$ cat src/rtl/core/mfe_pkg.sv
// Shared types, constants and the CRC-8 byte update for the motion frame encoder.
// No dependencies; every other file of the block refers to it by scoped names.
package mfe_pkg;

  // Frame layout
  localparam int FRAME_LEN = 19;
  localparam int IDX_W     = $clog2(FRAME_LEN);
  localparam logic [IDX_W-1:0] IDX_FIRST = IDX_W'(0);
  localparam logic [IDX_W-1:0] IDX_CRC   = IDX_W'(11);
  localparam logic [IDX_W-1:0] IDX_LAST  = IDX_W'(FRAME_LEN - 1);

  localparam logic [7:0] START_BYTE = 8'hAA;
  localparam logic [7:0] END_BYTE   = 8'hFF;
  localparam logic [7:0] CRC_POLY   = 8'h07;
  localparam logic [7:0] CRC_INIT   = 8'h00;

  // Field widths and accepted ranges
  localparam int CMD_W = 8;
  localparam int POS_W = 21;
  localparam int VEL_W = 15;
  localparam int SM_W  = 24;
  localparam int TC_W  = 16;

  localparam logic signed [POS_W-1:0] POS_MIN = -21'sd999998;
  localparam logic signed [POS_W-1:0] POS_MAX = 21'sd999999;
  localparam logic signed [VEL_W-1:0] VEL_MIN = -15'sd10000;
  localparam logic signed [VEL_W-1:0] VEL_MAX = 15'sd10000;

  // Default depth of the queue between front and back
  localparam int QUEUE_DEPTH = 2;

  // One classified request as it waits for the back end
  typedef struct packed {
    logic                 ok;
    logic [CMD_W-1:0]     cmd;
    logic [2:0][SM_W-1:0] pos_sm;
    logic [2:0][TC_W-1:0] vel_tc;
  } frame_entry_t;

  // CRC-8, MSB first, no reflection: fold one byte into the running value
  function automatic logic [7:0] crc8_byte(input logic [7:0] crc, input logic [7:0] data);
    logic [7:0] c;
    c = crc ^ data;
    for (int b = 0; b < 8; b++) begin
      c = c[7] ? ((c << 1) ^ CRC_POLY) : (c << 1);
    end
    return c;
  endfunction

endpackage

$ cat src/rtl/core/mfe_front.sv
// Front end: range check of one request and conversion of its fields to frame form.
// Depends on mfe_pkg; feeds mfe_queue.
module mfe_front (
  input  logic                          in_valid,
  output logic                          in_ready,
  input  logic [mfe_pkg::CMD_W-1:0]     in_command_code,
  input  logic signed [mfe_pkg::POS_W-1:0] in_x_position,
  input  logic signed [mfe_pkg::POS_W-1:0] in_y_position,
  input  logic signed [mfe_pkg::POS_W-1:0] in_z_position,
  input  logic signed [mfe_pkg::VEL_W-1:0] in_x_velocity,
  input  logic signed [mfe_pkg::VEL_W-1:0] in_y_velocity,
  input  logic signed [mfe_pkg::VEL_W-1:0] in_z_velocity,
  output logic                          push_valid,
  input  logic                          push_ready,
  output mfe_pkg::frame_entry_t         push_entry
);

  logic signed [mfe_pkg::POS_W-1:0] pos [3];
  logic signed [mfe_pkg::VEL_W-1:0] vel [3];
  logic [2:0]                       pos_ok;
  logic [2:0]                       vel_ok;
  logic [mfe_pkg::POS_W-1:0]        mag [3];

  assign pos[0] = in_x_position;
  assign pos[1] = in_y_position;
  assign pos[2] = in_z_position;
  assign vel[0] = in_x_velocity;
  assign vel[1] = in_y_velocity;
  assign vel[2] = in_z_velocity;

  // Check ranges and build sign-magnitude positions, widened velocities
  always_comb begin
    push_entry     = '0;
    push_entry.cmd = in_command_code;
    for (int i = 0; i < 3; i++) begin
      pos_ok[i] = (pos[i] >= mfe_pkg::POS_MIN) && (pos[i] <= mfe_pkg::POS_MAX);
      vel_ok[i] = (vel[i] >= mfe_pkg::VEL_MIN) && (vel[i] <= mfe_pkg::VEL_MAX);
      mag[i]    = pos[i][mfe_pkg::POS_W-1] ? (~pos[i] + 1'b1) : pos[i];
      push_entry.pos_sm[2-i] = {pos[i][mfe_pkg::POS_W-1],
                                (mfe_pkg::SM_W-1-mfe_pkg::POS_W)'(0), mag[i]};
      push_entry.vel_tc[2-i] = mfe_pkg::TC_W'(vel[i]);
    end
    push_entry.ok = (&pos_ok) & (&vel_ok);
  end

  // Pass the request straight into the queue
  assign push_valid = in_valid;
  assign in_ready   = push_ready;

endmodule

$ cat src/rtl/core/mfe_queue.sv
// Short FIFO of classified requests between the front end and the byte sequencer.
// Depends on mfe_pkg for the entry type.
module mfe_queue #(
  parameter int DEPTH = mfe_pkg::QUEUE_DEPTH
) (
  input  logic                  clk,
  input  logic                  rst_n,
  input  logic                  push_valid,
  output logic                  push_ready,
  input  mfe_pkg::frame_entry_t push_entry,
  output logic                  pop_valid,
  input  logic                  pop_ready,
  output mfe_pkg::frame_entry_t pop_entry
);

  localparam int PTR_W = $clog2(DEPTH);
  localparam int CNT_W = $clog2(DEPTH + 1);
  localparam logic [PTR_W-1:0] PTR_MAX = PTR_W'(DEPTH - 1);
  localparam logic [CNT_W-1:0] CNT_FULL = CNT_W'(DEPTH);

  mfe_pkg::frame_entry_t entry_r [DEPTH];
  logic [PTR_W-1:0] wr_ptr_r, wr_ptr_nxt;
  logic [PTR_W-1:0] rd_ptr_r, rd_ptr_nxt;
  logic [CNT_W-1:0] count_r, count_nxt;
  logic             do_push, do_pop;

  assign push_ready = (count_r != CNT_FULL);
  assign pop_valid  = (count_r != '0);
  assign pop_entry  = entry_r[rd_ptr_r];
  assign do_push    = push_valid & push_ready;
  assign do_pop     = pop_valid & pop_ready;

  // Advance pointers with wrap, track fill level
  always_comb begin
    wr_ptr_nxt = wr_ptr_r;
    rd_ptr_nxt = rd_ptr_r;
    count_nxt  = count_r;
    if (do_push) begin
      wr_ptr_nxt = (wr_ptr_r == PTR_MAX) ? '0 : wr_ptr_r + 1'b1;
    end
    if (do_pop) begin
      rd_ptr_nxt = (rd_ptr_r == PTR_MAX) ? '0 : rd_ptr_r + 1'b1;
    end
    if (do_push && !do_pop) begin
      count_nxt = count_r + 1'b1;
    end else if (do_pop && !do_push) begin
      count_nxt = count_r - 1'b1;
    end
  end

  always_ff @(posedge clk) begin
    if (!rst_n) begin
      wr_ptr_r <= '0;
      rd_ptr_r <= '0;
      count_r  <= '0;
    end else begin
      wr_ptr_r <= wr_ptr_nxt;
      rd_ptr_r <= rd_ptr_nxt;
      count_r  <= count_nxt;
    end
  end

  // Store the pushed request
  always_ff @(posedge clk) begin
    if (do_push) begin
      entry_r[wr_ptr_r] <= push_entry;
    end
  end

  a_count_bound: assert property (@(posedge clk) disable iff (!rst_n)
    count_r <= CNT_FULL)
    else $error("queue fill level above depth");

  a_ptr_gap: assert property (@(posedge clk) disable iff (!rst_n)
    (count_r == '0 || count_r == CNT_FULL) |-> (wr_ptr_r == rd_ptr_r))
    else $error("queue pointers disagree with fill level");

  a_fill_step: assert property (@(posedge clk) disable iff (!rst_n)
    (do_push && !do_pop) |=> (count_r == $past(count_r) + 1'b1))
    else $error("queue fill level did not grow on push");

endmodule

$ cat src/rtl/core/mfe_back.sv
// Back end: walks the head request's frame one byte per cycle unless stalled, folds the
// CRC over the leading bytes and holds the byte in the output register. Uses mfe_pkg.
module mfe_back (
  input  logic                  clk,
  input  logic                  rst_n,
  input  logic                  pop_valid,
  output logic                  pop_ready,
  input  mfe_pkg::frame_entry_t pop_entry,
  output logic                  out_valid,
  input  logic                  out_ready,
  output logic [7:0]            out_frame_byte,
  output logic                  out_last_byte,
  output logic                  out_encode_ok
);

  logic [mfe_pkg::IDX_W-1:0] idx_r, idx_nxt;
  logic [7:0]                crc_r, crc_nxt;
  logic                      out_valid_r, out_valid_nxt;
  logic [7:0]                byte_r, byte_nxt;
  logic                      last_r, last_nxt;
  logic                      ok_r, ok_nxt;
  logic [7:0]                frame_bytes [mfe_pkg::FRAME_LEN];
  logic [7:0]                cur_byte;
  logic                      advance;
  logic                      item_done;

  // Lay out the frame of the head request; the CRC slot is filled live
  always_comb begin
    frame_bytes[0] = mfe_pkg::START_BYTE;
    frame_bytes[1] = pop_entry.cmd;
    for (int p = 0; p < 3; p++) begin
      frame_bytes[2 + 3*p] = pop_entry.pos_sm[2-p][23:16];
      frame_bytes[3 + 3*p] = pop_entry.pos_sm[2-p][15:8];
      frame_bytes[4 + 3*p] = pop_entry.pos_sm[2-p][7:0];
      frame_bytes[12 + 2*p] = pop_entry.vel_tc[2-p][15:8];
      frame_bytes[13 + 2*p] = pop_entry.vel_tc[2-p][7:0];
    end
    frame_bytes[11] = crc_r;
    frame_bytes[mfe_pkg::FRAME_LEN-1] = mfe_pkg::END_BYTE;
  end

  assign cur_byte  = (idx_r == mfe_pkg::IDX_CRC) ? crc_r : frame_bytes[idx_r];
  assign advance   = pop_valid & (~out_valid_r | out_ready);
  assign item_done = ~pop_entry.ok | (idx_r == mfe_pkg::IDX_LAST);
  assign pop_ready = advance & item_done;

  // Step through the frame, load the output register, drop the request at its end
  always_comb begin
    idx_nxt       = idx_r;
    crc_nxt       = crc_r;
    out_valid_nxt = out_valid_r & ~out_ready;
    byte_nxt      = byte_r;
    last_nxt      = last_r;
    ok_nxt        = ok_r;
    if (advance) begin
      out_valid_nxt = 1'b1;
      byte_nxt      = pop_entry.ok ? cur_byte : 8'h00;
      last_nxt      = item_done;
      ok_nxt        = pop_entry.ok;
      if (item_done) begin
        idx_nxt = mfe_pkg::IDX_FIRST;
        crc_nxt = mfe_pkg::CRC_INIT;
      end else begin
        idx_nxt = idx_r + 1'b1;
        if (idx_r < mfe_pkg::IDX_CRC) begin
          crc_nxt = mfe_pkg::crc8_byte(crc_r, cur_byte);
        end
      end
    end
  end

  always_ff @(posedge clk) begin
    if (!rst_n) begin
      idx_r       <= mfe_pkg::IDX_FIRST;
      crc_r       <= mfe_pkg::CRC_INIT;
      out_valid_r <= 1'b0;
    end else begin
      idx_r       <= idx_nxt;
      crc_r       <= crc_nxt;
      out_valid_r <= out_valid_nxt;
    end
  end

  // Hold the payload of the output register
  always_ff @(posedge clk) begin
    byte_r <= byte_nxt;
    last_r <= last_nxt;
    ok_r   <= ok_nxt;
  end

  assign out_valid      = out_valid_r;
  assign out_frame_byte = byte_r;
  assign out_last_byte  = last_r;
  assign out_encode_ok  = ok_r;

  a_idx_bound: assert property (@(posedge clk) disable iff (!rst_n)
    idx_r <= mfe_pkg::IDX_LAST)
    else $error("frame byte index past end of frame");

  a_crc_fresh: assert property (@(posedge clk) disable iff (!rst_n)
    (idx_r == mfe_pkg::IDX_FIRST) |-> (crc_r == mfe_pkg::CRC_INIT))
    else $error("CRC not cleared at start of frame");

  a_reject_single: assert property (@(posedge clk) disable iff (!rst_n)
    (out_valid_r && !ok_r) |-> (last_r && byte_r == 8'h00))
    else $error("rejected request not a single zero byte with last set");

  a_mid_frame_ok: assert property (@(posedge clk) disable iff (!rst_n)
    (idx_r != mfe_pkg::IDX_FIRST) |-> (pop_valid && pop_entry.ok))
    else $error("frame walk in progress without an accepted head request");

endmodule

$ cat src/rtl/core/motion_frame_encoder_crc8_core.sv
// Top level of the motion frame encoder: front end, request queue, byte sequencer.
// Depends on mfe_pkg, mfe_front, mfe_queue and mfe_back.
//
// Each accepted request (command byte, three positions in 1e-4 units, three
// velocities in 1e-2 units) becomes a 19-byte frame on the out_ channel, one
// byte per cycle while out_ready is high: 0xAA, command, three 3-byte
// sign-magnitude positions, CRC-8 (poly 0x07, init 0) over bytes 0..10, three
// 2-byte two's complement velocities, 0xFF. A request with any position outside
// -999998..999999 or any velocity outside -10000..10000 yields a single result
// with encode_ok low, last_byte high and a zero byte. Requests are range-checked
// and queued on acceptance; the request whose frame is streaming keeps its queue
// slot until its last byte, so up to QUEUE_DEPTH-1 further requests are taken
// while a frame is still streaming out. An accepted request waits in its queue
// slot, and each of its bytes passes through the output register.
module motion_frame_encoder_crc8_core #(
  parameter int QUEUE_DEPTH = mfe_pkg::QUEUE_DEPTH
) (
  input  logic                             clk,
  input  logic                             rst_n,
  input  logic                             in_valid,
  output logic                             in_ready,
  input  logic [mfe_pkg::CMD_W-1:0]        in_command_code,
  input  logic signed [mfe_pkg::POS_W-1:0] in_x_position,
  input  logic signed [mfe_pkg::POS_W-1:0] in_y_position,
  input  logic signed [mfe_pkg::POS_W-1:0] in_z_position,
  input  logic signed [mfe_pkg::VEL_W-1:0] in_x_velocity,
  input  logic signed [mfe_pkg::VEL_W-1:0] in_y_velocity,
  input  logic signed [mfe_pkg::VEL_W-1:0] in_z_velocity,
  output logic                             out_valid,
  input  logic                             out_ready,
  output logic [7:0]                       out_frame_byte,
  output logic                             out_last_byte,
  output logic                             out_encode_ok
);

  logic                  push_valid, push_ready;
  logic                  pop_valid, pop_ready;
  mfe_pkg::frame_entry_t push_entry, pop_entry;

  // Classify and convert the incoming request
  mfe_front u_front (
    .in_valid        (in_valid),
    .in_ready        (in_ready),
    .in_command_code (in_command_code),
    .in_x_position   (in_x_position),
    .in_y_position   (in_y_position),
    .in_z_position   (in_z_position),
    .in_x_velocity   (in_x_velocity),
    .in_y_velocity   (in_y_velocity),
    .in_z_velocity   (in_z_velocity),
    .push_valid      (push_valid),
    .push_ready      (push_ready),
    .push_entry      (push_entry)
  );

  // Buffer classified requests
  mfe_queue #(
    .DEPTH (QUEUE_DEPTH)
  ) u_queue (
    .clk        (clk),
    .rst_n      (rst_n),
    .push_valid (push_valid),
    .push_ready (push_ready),
    .push_entry (push_entry),
    .pop_valid  (pop_valid),
    .pop_ready  (pop_ready),
    .pop_entry  (pop_entry)
  );

  // Stream the frame bytes
  mfe_back u_back (
    .clk            (clk),
    .rst_n          (rst_n),
    .pop_valid      (pop_valid),
    .pop_ready      (pop_ready),
    .pop_entry      (pop_entry),
    .out_valid      (out_valid),
    .out_ready      (out_ready),
    .out_frame_byte (out_frame_byte),
    .out_last_byte  (out_last_byte),
    .out_encode_ok  (out_encode_ok)
  );

endmodule

$ cat config.mk
export PLATFORM = sky130hd
export DESIGN_NAME = motion_frame_encoder_crc8_core
export DESIGN_NICKNAME = d
export VERILOG_FILES = /design/src/rtl/core/mfe_pkg.sv /design/src/rtl/core/mfe_front.sv /design/src/rtl/core/mfe_queue.sv /design/src/rtl/core/mfe_back.sv /design/src/rtl/core/motion_frame_encoder_crc8_core.sv
export SDC_FILE = /design/constraint.sdc
export NUM_CORES = 1
export LEC_CHECK = 0
export ABC_AREA = 1
export BUFFER_PORTS_ARGS = -buffer_cell sky130_fd_sc_hd__buf_2
export CAP_MARGIN = 25
export CORE_MARGIN = 3
export CORE_UTILIZATION = 45
export CTS_CLUSTER_DIAMETER = 200
export DETAILED_ROUTE_END_ITERATION = 6
export HOLD_SLACK_MARGIN = 0.06
export SKIP_CTS_REPAIR_TIMING = 1
export SLEW_MARGIN = 0
export SYNTH_ARGS = -nofsm -noshare
export SYNTH_HDL_FRONTEND = slang
export SYNTH_SLANG_ARGS = --single-unit
$ cat constraint.sdc
create_clock -name clk -period 6.9 [get_ports clk]
set_clock_uncertainty 0.05 [all_clocks]
set_input_delay 0.345 -clock clk [delete_from_list [all_inputs] [get_ports clk]]
set_output_delay 0.345 -clock clk [all_outputs]
set_load 0.02 [all_outputs]
# Word level (Yosys, flattened, before mapping)
# Memories as Yosys holds them, arrays and structs flattened. A register that Yosys moved wholly into a read port is not among the register bits.
# Index checks and enable logic that the tools add are counted.
# op_classes
eq_ne,3
muxes,27
n_addsub,8
n_reduce_logical,16
order_cmp,14
n_bitwise,24
# op_table
cell,n
$add A21 B1 Y21 const B,3
$ge A21 B21 Y1 const B,3
$le A21 B21 Y1 const B,3
$mux W21,3
$not A21 Y21,3
$ge A15 B15 Y1 const B,3
$le A15 B15 Y1 const B,3
$bmux W8 S5,1
$mux W8,5
$mux W3,8
$not A3 Y3,8
$logic_and A1 B1 Y1,8
$xor A8 B8 Y8,1
$mux W1,7
$and A1 B1 Y1,6
$ge A6 B6 Y1 const B,1
$not A5 Y6,1
$reduce_and A3 Y1,2
$reduce_bool A2 Y1,3
$add A5 B1 Y5 const B,1
$eq A5 B4 Y1 const B,1
$eq A5 B5 Y1 const B,1
$lt A5 B4 Y1 const B,1
$mux W5,1
9 further kinds,15
# word_totals
output_inout_bits,12
regBits,28
n_memories,1
inputBits,120
ramBits,246
elab_cells,102
# memory_table
name,depth,word_bits,read_ports,rd_ports_with_merged_regs,wr,line_no,text
u_queue.entry_r,2,123,1,1,1,mfe_queue.sv:21,mfe_pkg::frame_entry_t entry_r [DEPTH];

# Longest topological paths before layout
# logic_depth
word_depth,24
mapped_depth,24
mapped_depth_nobuf,22

# Cells and area by module
# Synthesis repeated with hierarchy kept, for this count alone.
# unflattened
hier_cells,1541
area_unflattened_um2,15621.2
# modules_own_cells
module,area_each_um2,instances,seq_area_each_um2,cells_each
mfe_queue,9591.7,1,7847.5,438
mfe_front,3095.5,1,0.0,574
mfe_back,2934.1,1,580.6,529

# Worst setup path after synthesis
# Ideal clock, no wire load.
# synth_path
kind,register to register
from,reg u_queue.count_r[0]
to,mem u_queue.entry_r[1][0] (netlist bit) (enable)
setup_ns,0.602
stages_incl_launch_ff,5
t_arrival_ns,5.705
slack_ns,0.543
period_less_slack_ns,6.357
t_required_ns,6.248
n_path_buf,0
path_cell_list,dfxtp_1 inv_1 nand2_1 nand2_1 nor2_1
# synth_via
elab_chain_len,4
# synth_rtl
element,line_no,text
"start, declared",mfe_queue.sv:24,"logic [CNT_W-1:0] count_r, count_nxt;"
"start signal, assigned",mfe_queue.sv:59,count_r <= count_nxt;
$ne A2 B2 Y1,mfe_queue.sv:27,assign push_ready = (count_r != CNT_FULL);
named net in_ready,motion_frame_encoder_crc8_core.sv:21,"output logic in_ready,"
$and A1 B1 Y1,mfe_queue.sv:30,assign do_push = push_valid & push_ready;
$mux W1,mfe_queue.sv:65,if (do_push) begin
$mux W1 (implied by the code),mfe_queue.sv:66,entry_r[wr_ptr_r] <= push_entry;
"end, declared",mfe_queue.sv:21,
# The timed path passes the listed nets, and every way through them passes these cells.

==> impl_metrics.yaml <==
cells_and_area:
  finalNetCount: 1757
  areaGrowthSynthToFinish_pct: 17.8
  num_antenna_cells: 0
  design_area_um2: 15800
  drive_gt1_share_pct: 11.7
  mostFrequentLayoutCell: "nand2_1"
  layout.cells.most_common_list: "nand2_1 (330), edfxtp_1 (250), nor2_1 (206)"
timing:
  drv_slew: 0
  clock.fmax_ghz: 0.298
  relSlewSlack_pct: 38.2
  period_minus_slack_ps: 3360
  tightest_slew_ps: 927
  finalSetupViolCount: 0
  rsz0062_at_grt: "no"
  tns_ps: 0
  final-hold-violation-count: 0
  min_period_over_period_pct: 48.6
yosys:
  ys_ff_latch: 269
  synth-simple-area-share_pct: 21.8
  synthArstFlopShare_pct: 0
  synth_compound_area_share_pct: 8.58
  synth-adder-area-share_pct: 1.12
  synth_top_family_by_area: "simple AND/OR/NAND/NOR gates"
  synth-edff-count: 250
  synth_xor_area_share_pct: 3.66
  synth.mux.area_fraction_pct: 0
  syn_area_um2: 13400
  avgSynthCellArea_um2: 9.27
  synth-seq-area-share_pct: 58.8
  synth_ff_type: "edfxtp_1"
  syn_nets: 1579
  yosys_warnings: 0
  synthDistinctLibCells: 41
  synthCells: 1447
clock_tree:
  cts_sinks: 269
  ctsLongestPathBuffers: 3
  path_clk_slew_ps: 60
  htree_levels: 1
  clockRootBuffer: "clkbuf_16"
  cts_tree: "yes"
  insertion_delay_ps: 540
  cts_buffers: 28
floorplanning:
  die_h_um: 179
  rows: 62
  core_um2: 29000
  initial_utilization_pct: 46.2
  dieArea_um2: 31900
  fp.dieW_um: 179
  pin_count: 132
run:
  drv_cap: 0
setup_path:
  criticalPathCategory: "reg -> reg"
  critPathBufInv: 2
  path_cells: "buf_4 -> nor2_1 -> nor2_1 -> o21ai_1 -> nand3_1 -> nand3_1 -> nand2_1 -> o21ai_1 -> nand2_1 -> nand2_1 -> nand2_1 -> nand2_1 -> nand3_1 -> nand2_1 -> inv_2 -> nand2_1 -> nand3_1 -> a21oi_1"
  crit_top_cell: "nand2_1"
  critPathMaxStageDelay_ps: 740
  arrival_ps: 3730
  worst_ep_required_time_ps: 7270
  worstSetupEndpointType: "register"
  critPathLaunchType: "register"
  path_delay_family: "simple AND/OR/NAND/NOR gates"
  worst_path_max_delay_cell: "buf_4"
  crit_fanout: 78
global_routing:
  grt_pass1_vias: 9903
  antenna_found_initial: 0
  grt_use_total_pct: 21.6
  grt_pass1_wl_um: 53900
  grt_max_degree: 79
  grt-ovfl-total: 0
placed_design:
  portBuffers: 131
  gp_congestion: 0.904
  post_dp_cell_area_um2: 14400
  dp_hpwl_um: 23900
detailed_routing:
  viasPerCell: 5.22
  drtIter0Drc: 748
  wl_um: 34900
  first_pass_iters: 5
  wl_per_cell_um: 17.2
  vias: 10600
  drc: 0
  drtAntennaViolNets: 0
power_and_ir_drop:
  p_leak_nw: 6.37
  power_density_nw_per_um2: 361
  ir_drop_mv: 0.210
hold_path:
  hold_class: "in -> reg"
outcome:
  status: "finished, final reports clean"
metal layers:
| layer | wire length (um) | vias up | part of all wire, % | GRT usage, % |
|---|---|---|---|---|
| li1 | - | 5276 | - | - |
| met1 | 15700 | 4996 | 45 | 30.1 |
| met2 | 16700 | 273 | 48 | 35.8 |
| met3 | 1690 | 55 | 4.9 | 3.07 |
| met4 | 797 | 0 | 2.3 | 5.36 |
| met5 | 0 | - | 0 | 0 |
stage by stage:
| step | util [%] | total power [W] | setup WS, ps | instances | hold WS (ps) |
|---|---|---|---|---|---|
| detailed placement | 49.6 | 0.00433 | 3530 | 1922 | 397 |
| global route | 54.5 | 0.00612 | 3040 | 2030 | 63.9 |
| global placement | 49.6 | 0.00431 | 3620 | 1922 | 393 |
| finish | 54.5 | 0.00571 | 3540 | 2030 | 44.8 |
| CTS | 52.5 | 0.00572 | 3520 | 1973 | -75.5 |
| floorplan | - | 0.00374 | 543 | 1447 | 375 |
synth_stat cells (6+ instances only):
cell       instances  area share (%)
a21oi_1           48             1.8
a31oi_1            6            0.28
buf_2             28             1.0
clkbuf_1          14            0.39
dfxtp_1           19             2.8
edfxtp_1         250              56
ha_1              12             1.1
inv_1            137             3.8
inv_2              9            0.25
nand2_1          330             9.2
nand3_1          120             4.5
nand4_1           19            0.89
nor2_1           208             5.8
nor3_1            21            0.78
nor4_1             8            0.37
o2111ai_1          6            0.39
o211ai_1          11            0.62
o21ai_0           84             3.1
o21ai_1           14            0.52
o221ai_1           7            0.46
o22ai_1            6            0.28
xnor2_1           12            0.78
xor2_1            44             2.9
cell type report:
type	count	area, um2
tap	384	480
timing repair buffer	198	1300
sequential	269	7890
inverter	149	561
fill	2597	13200
multi-input combinational	979	4740
clock buffer	40	756
clock inverter	11	83.8
worst reg2reg max path: cells and delay by family (launching register included):
kind	cells	cell delay, ps
buffers and inverters	2	850
flip-flops	1	670
AO/OA/AOI/OAI	3	300
AND/OR/NAND/NOR	13	1370
flip-flops by register name (all words and copies together), names as in the netlist, named ones only:
register,count
u_back.crc_r,8
u_back.idx_r,5
u_back.out_encode_ok,1
u_back.out_frame_byte,8
u_back.out_last_byte,1
u_back.out_valid,1
u_queue.count_r,2
u_queue.entry_r,240
u_queue.rd_ptr_r,1
u_queue.wr_ptr_r,1
power by group:
part	leakage [nW]	switching, W	internal [W]
clock	0.407	0.000600	0.000795
sequential	2.50	0.000131	0.00213
combinational	3.46	0.00145	0.000598
final timing paths:
check / to / startpoint / depth (start not counted) / slack [ps]
setup reg to reg: u_back.crc_r[2] / register / 18 / 3540
hold reg to reg: register / u_queue.rd_ptr_r / 1 / 410
hold / removal: u_queue.count_r[0] / rst_n / 3 / 40
setup / recovery: u_back.crc_r[2] / register / 18 / 3540
kinds of logic after synthesis:
logic type | after synthesis
flops | 269
simple gates | 711
compound gates | 200
fa+ha+maj | 12
buf+inv | 199
xor+xnor | 56
No activity file was read; power rests on OpenSTA's default activity.
